<file path="config.mk">
export PLATFORM = sky130hd
export DESIGN_NAME = float_abs_sum_accumulator
export DESIGN_NICKNAME = d
export VERILOG_FILES = /design/src/rtl/fasa_pkg.sv /design/src/rtl/float_abs_sum_accumulator.sv /design/src/rtl/fasa_add.sv
export SDC_FILE = /design/constraint.sdc
export NUM_CORES = 1
export LEC_CHECK = 0
export ABC_AREA = 1
export BUFFER_PORTS_ARGS = -buffer_cell sky130_fd_sc_hd__buf_4
export CAP_MARGIN = 10
export CORE_AREA = 2 2 131 164
export CTS_CLUSTER_DIAMETER = 60
export DETAILED_ROUTE_END_ITERATION = 10
export DIE_AREA = 0 0 133 166
export SETUP_SLACK_MARGIN = 0.5
export SYNTH_ARGS = -nofsm -noshare
export SYNTH_HDL_FRONTEND = slang
export SYNTH_SLANG_ARGS = --single-unit
</file>
<file path="constraint.sdc">
create_clock -name clk -period 11.65 [get_ports clk]
set_input_delay 1.7475 -clock clk [delete_from_list [all_inputs] [get_ports clk]]
set_output_delay 1.7475 -clock clk [all_outputs]
set_load 0.01 [all_outputs]
</file>
<file path="src/rtl/fasa_pkg.sv">
// ----------------------------------------------------------------------------
// fasa_pkg
// Constants and the NaN test used by the non-negative single-precision adder
// and the absolute-value sum accumulator.
// ----------------------------------------------------------------------------
package fasa_pkg;

  localparam logic [31:0] ABS_MASK  = 32'h7FFF_FFFF;
  localparam logic [31:0] QNAN_BITS = 32'h7FC0_0000;
  localparam logic [31:0] INF_BITS  = 32'h7F80_0000;

  // Detect a NaN encoding
  function automatic logic is_nan(input logic [31:0] v);
    is_nan = (v[30:23] == 8'hFF) && (v[22:0] != 23'd0);
  endfunction

endpackage

</file>
<file path="src/rtl/float_abs_sum_accumulator.sv">
// ----------------------------------------------------------------------------
// float_abs_sum_accumulator
// Sum of absolute values of a stream of single-precision numbers.
// ----------------------------------------------------------------------------
// Accepts one element per cycle. Each element's absolute value is added to a
// running sum (the adder closes the accumulation loop on the sum register); an
// element marked last delivers the finished sum in the following cycle through
// an output register and restarts the sum at +0. NaN gives 0x7FC00000. The
// input stalls only while an undelivered result waits.
module float_abs_sum_accumulator
  import fasa_pkg::*;
(
  input  logic        clk,
  input  logic        rst,
  input  logic        valid,
  output logic        ready,
  input  logic [31:0] value_bits,
  input  logic        last,
  output logic        out_valid,
  input  logic        out_ready,
  output logic [31:0] sum_bits
);

  logic [31:0] running_sum;
  logic [31:0] add_y;
  logic        in_xfer;

  fasa_add u_add (
    .a(running_sum),
    .b(value_bits & ABS_MASK),
    .y(add_y)
  );

  assign ready   = !out_valid || out_ready;
  assign in_xfer = valid && ready;

  // Advance the running sum; clear it at the end of a vector
  always_ff @(posedge clk) begin
    if (rst) begin
      running_sum <= '0;
    end else if (in_xfer) begin
      running_sum <= last ? 32'd0 : add_y;
    end
  end

  // Hold the result until transfer
  always_ff @(posedge clk) begin
    if (rst) begin
      out_valid <= 1'b0;
    end else if (in_xfer) begin
      out_valid <= last;
    end else if (out_ready) begin
      out_valid <= 1'b0;
    end
  end

  always_ff @(posedge clk) begin
    if (in_xfer && last) begin
      sum_bits <= add_y;
    end
  end

  a_clear: assert property (@(posedge clk) disable iff (rst)
    in_xfer && last |=> running_sum == 32'd0) else $error("sum not cleared");
  a_res: assert property (@(posedge clk) disable iff (rst)
    in_xfer && last |=> out_valid) else $error("result lost");
  a_stall: assert property (@(posedge clk) disable iff (rst)
    out_valid && !out_ready |-> !ready) else $error("overrun");

endmodule

</file>
<file path="src/rtl/fasa_add.sv">
// ----------------------------------------------------------------------------
// fasa_add
// Combinational adder for two non-negative single-precision values with
// round-to-nearest-even and subnormal support.
// ----------------------------------------------------------------------------
module fasa_add
  import fasa_pkg::*;
(
  input  logic [31:0] a,
  input  logic [31:0] b,
  output logic [31:0] y
);

  logic [31:0] big, sml;
  logic [8:0]  ea;
  logic [7:0]  eb, d;
  logic [26:0] ma, mb, mbs;
  logic [26:0] lost_mask;
  logic [27:0] sum;
  logic [26:0] sn;
  logic [2:0]  grs;
  logic [24:0] m;
  logic        rnd;

  always_comb begin
    // Order operands by magnitude
    if (a < b) begin
      big = b;
      sml = a;
    end else begin
      big = a;
      sml = b;
    end
    ea = (big[30:23] == 8'd0) ? 9'd1 : {1'b0, big[30:23]};
    eb = (sml[30:23] == 8'd0) ? 8'd1 : sml[30:23];
    ma = {(big[30:23] != 8'd0), big[22:0], 3'b000};
    mb = {(sml[30:23] != 8'd0), sml[22:0], 3'b000};
    d  = ea[7:0] - eb;
    // Align with sticky
    lost_mask = '0;
    if (d > 8'd26) begin
      mbs = {26'd0, (mb != 27'd0)};
    end else begin
      lost_mask = ~(27'h7FF_FFFF << d[4:0]);
      mbs = (mb >> d[4:0]) | {26'd0, ((mb & lost_mask) != 27'd0)};
    end
    sum = {1'b0, ma} + {1'b0, mbs};
    if (sum[27]) begin
      sn = sum[27:1] | {26'd0, sum[0]};
      ea = ea + 9'd1;
    end else begin
      sn = sum[26:0];
    end
    // Round to nearest even
    grs = sn[2:0];
    rnd = (grs > 3'd4) || ((grs == 3'd4) && sn[3]);
    m   = {1'b0, sn[26:3]} + {24'd0, rnd};
    if (m[24]) begin
      m  = m >> 1;
      ea = ea + 9'd1;
    end
    // Pack result and handle special cases
    if (is_nan(a) || is_nan(b)) begin
      y = QNAN_BITS;
    end else if (a == INF_BITS || b == INF_BITS) begin
      y = INF_BITS;
    end else if (ea >= 9'd255) begin
      y = INF_BITS;
    end else if (m[23]) begin
      y = {1'b0, ea[7:0], m[22:0]};
    end else begin
      y = {8'd0, m[23:0]};
    end
  end

endmodule
</file>
==> out/metrics.cfg <==
[timing]
fmax_ghz=0.09553
fin_skew_ps=6.823
rsz0062_at_grt=false
tns_ps=0
fin_crit_sh_pct=89.85
hold_violations=0
setup_viol=0
fin_crit_ps=10470
slew_headroom_pct=28.62
worstMarginPinSlew_ps=1060
final-max-slew-violation-count=0

[critical_path]
worstSetupEndpointType=flop
crit_path_top_delay_cell=or2_2
cp_max_fo=19
crit_arrival_ps=10550
crit_required_ps=11730
r2r_start=running_sum[5]$_SDFFE_PP0P_
worst_setup_path_start_kind=input port
r2r_end=sum_bits[16]$_DFFE_PP_
cp_slowest_stage_delay_ps=350
r2r_setup_slack_ps=2140
path_class=input port to flop
r2r_cells=50

[synth]
ys_seq_elements=63
yosysMostFrequentCell=nand2_1
yosys-top-cells-area=nand2_1 19%, edfxtp_1 10%, ha_1 8.6%
avgSynthCellArea_sq_um=6.030
async_flop_share_pct=0
ys_seq_area_share_pct=16.90
yosysWarnings=0
synth_fp_nets=1645
synth-edff-count=31
syn-cell-area_sq_um=9299
yosysTopAreaCellShare_pct=18.89
syn_inst=1542
synth_compound_area_share_pct=14.77
post_synth_num_cell_types=60
synth-main-ff-cell=dfxtp_1
synth-simple-area-share_pct=44.62
yosys-top-cells-count=468 x nand2_1, 171 x inv_1, 141 x nand3_1, 112 x nor2_1, 97 x o21ai_0
synthXorXnorAreaFrac_pct=3.485
synth.area.mux_share_pct=0.3229
synth_top_family_by_area=simple AND/OR/NAND/NOR gates
synth_top_cell_by_area=nand2_1
synth_fa_ha_area_share_pct=9.042

[clock_network]
htreeDepth=3
clockBufferDepth=2
cts_tree=built
cts_root_buffer=clkbuf_16
clock_sinks=63
clk_pin_slew_ps=50
cts_buffers=9
cts_hold_buf=0
clock_latency_ps=330

[placed_design]
port_buffers=68
gp_congestion=0.9756
placedInstanceArea_sq_um=10060
hpwl_mm=29.01

[pwr]
combPwrFrac_pct=65.4
p_int_mw=0.7575
switchingPower_mw=0.8255
power_frac_seq_pct=18.0
p_clk_share_pct=16.6
ir_drop_uv=138.6
power_density_nw_per_um2=150.3
swShare_pct=52.15
total_leakage_power_nw=5.085

[floorplanning]
io_pins=71
initial_core_util_pct=45.15
core_sq_um=20600
die_w_um=133
num_rows=59
dieArea_sq_um=22080
die_h_um=166

[worst_hold_path]
hold_class=flop to flop
hold_depth=2
whs_endpoint=running_sum[19]$_SDFFE_PP0P_
hp-start=running_sum[19]$_SDFFE_PP0P_

[finish]
nFillCells=2224
regArea_sq_um=1572
final_core_util_pct=51.12
final_area_sq_um=10530
multi_input_area_sq_um=6857
syn_to_final_growth_pct=13.23
diodes=0
layout.nets=1706
drive_gt1_share_pct=14.37

[drt]
vias=10450
drc=0
final_antenna_net_count=0
drt_pre_antenna_iters=6
wl_per_cell_um=19.14
wl_mm=36.02
vias_per_cell=5.553
drt_iter0_markers=880

[global_routing]
grt_pass1_vias=9845
track_usage_pct=31.97
met2_usage_pct=52.24
antenna_found_initial=0
grt-busiest-layer=met2
grt_max_degree=57
overflow=0
grt_util_met1_pct=43.27
grt_use_met3_pct=2.076
grt_first_pass_wirelength_mm=55.20

[flow_run]
cap_violations=0

[run_status]
status=finished clean

-- worst max path at each step --
stage / end / cells past startpoint / startpoint / slack [ps]
finish: sum_bits[16]$_DFFE_PP_ / 52 / value_bits[15] / 1180
floorplan: sum_bits[16]$_DFFE_PP_ / 54 / value_bits[29] / 1740
detailed placement: sum_bits[18]$_DFFE_PP_ / 59 / value_bits[7] / 470
global placement: sum_bits[18]$_DFFE_PP_ / 59 / value_bits[7] / 580
global route: running_sum[25]$_SDFFE_PP0P_ / 63 / value_bits[5] / 480
CTS: sum_bits[18]$_DFFE_PP_ / 59 / value_bits[7] / 740
-- cells in the final DEF (no fill, tap or decap), types with 3 or more instances in the layout --
cell | netlist | routed
nor2_4 | 9 | 10
mux2i_1 | 3 | 3
o21ai_1 | 20 | 16
nand2_1 | 468 | 468
nor3_4 | 4 | 4
o21bai_1 | 5 | 5
inv_1 | 171 | 171
inv_2 | 5 | 5
nor2_2 | 7 | 8
dfxtp_1 | 32 | 32
nand3_1 | 141 | 140
nand2_4 | 3 | 3
xor2_1 | 29 | 29
nand2_2 | 27 | 26
xnor2_1 | 8 | 8
or2_2 | 6 | 6
o22ai_1 | 4 | 4
a21oi_2 | 12 | 13
buf_4 | 5 | 103
ha_1 | 64 | 62
nand3_2 | 8 | 9
edfxtp_1 | 31 | 31
nor4_1 | 17 | 16
a21oi_1 | 81 | 80
o21ai_0 | 97 | 95
o211ai_1 | 4 | 4
and2_1 | 14 | 14
nor3_1 | 20 | 20
o21ai_2 | 5 | 10
clkbuf_16 | 0 | 9
nand3b_1 | 14 | 14
nand4_1 | 32 | 32
clkbuf_8 | 0 | 4
o21a_1 | 4 | 4
nor2_1 | 112 | 110
-- kinds of logic after synthesis --
group / Yosys count
DFF: 63
adders and majority gates: 66
buffers and inverters: 234
xor gates and xnor gates: 37
and+or+nand+nor: 893
other: 1
muxes: 3
AOI/OAI and AO/OA: 245
-- flip-flops by register name, summed over array words and instances, names as in the netlist --
register	count
running_sum	31
sum_bits	31
out_valid	1
-- power by group through the flow --
| stage | Sequential (mW) | Clock [mW] | Combinational, mW |
|---|---|---|---|
| after detailed placement | 0.287 | 0 | 0.996 |
| after global placement | 0.288 | 0 | 1.00 |
| after CTS | 0.284 | 0.266 | 1.00 |
| after floorplan | 0.284 | 0 | 0.669 |
| after global routing | 0.286 | 0.274 | 1.14 |
| final | 0.284 | 0.263 | 1.04 |
-- metrics by stage --
| stage | cells | setup slack (ps) | total power, mW | hold WS [ps] |
|---|---|---|---|---|
| floorplan | 1542 | 1744 | 0.9522 | 465.9 |
| global placement | 1860 | 583.7 | 1.289 | 504.9 |
| detailed placement | 1860 | 466.3 | 1.284 | 505.8 |
| CTS | 1876 | 737.3 | 1.552 | 514.4 |
| global route | 1882 | 479.2 | 1.695 | 554.4 |
| finish | 1882 | 1182 | 1.583 | 523.0 |
-- what timing repair did --
item,4_1_cts,5_1_grt
endpoints found under the setup margin,0,62
buffers inserted,0,4
gates resized for setup,0,22
-- cell type report --
class	count	area share, %
Inverter	178	6.358
Multi-Input combinational cell	1247	65.12
Sequential cell	63	14.93
Timing Repair Buffer	104	7.534
Tap cell	274	3.256
Clock inverter	2	0.1070
Clock buffer	14	2.698
-- routing by layer --
layer  vias up  wire length [um]
met4         0              1898
met1      4764             16030
met5         -                 0
li1       5237                 -
met2       365             16400
met3        84              1698
-- worst max-delay path: cells and delay by family --
family / cells / cell delay [ps]
simple gates: 28 / 3940
fa+ha+maj: 5 / 1390
buf+inv: 9 / 1310
compound gates: 10 / 2120
(Power assumes the default switching activity.)
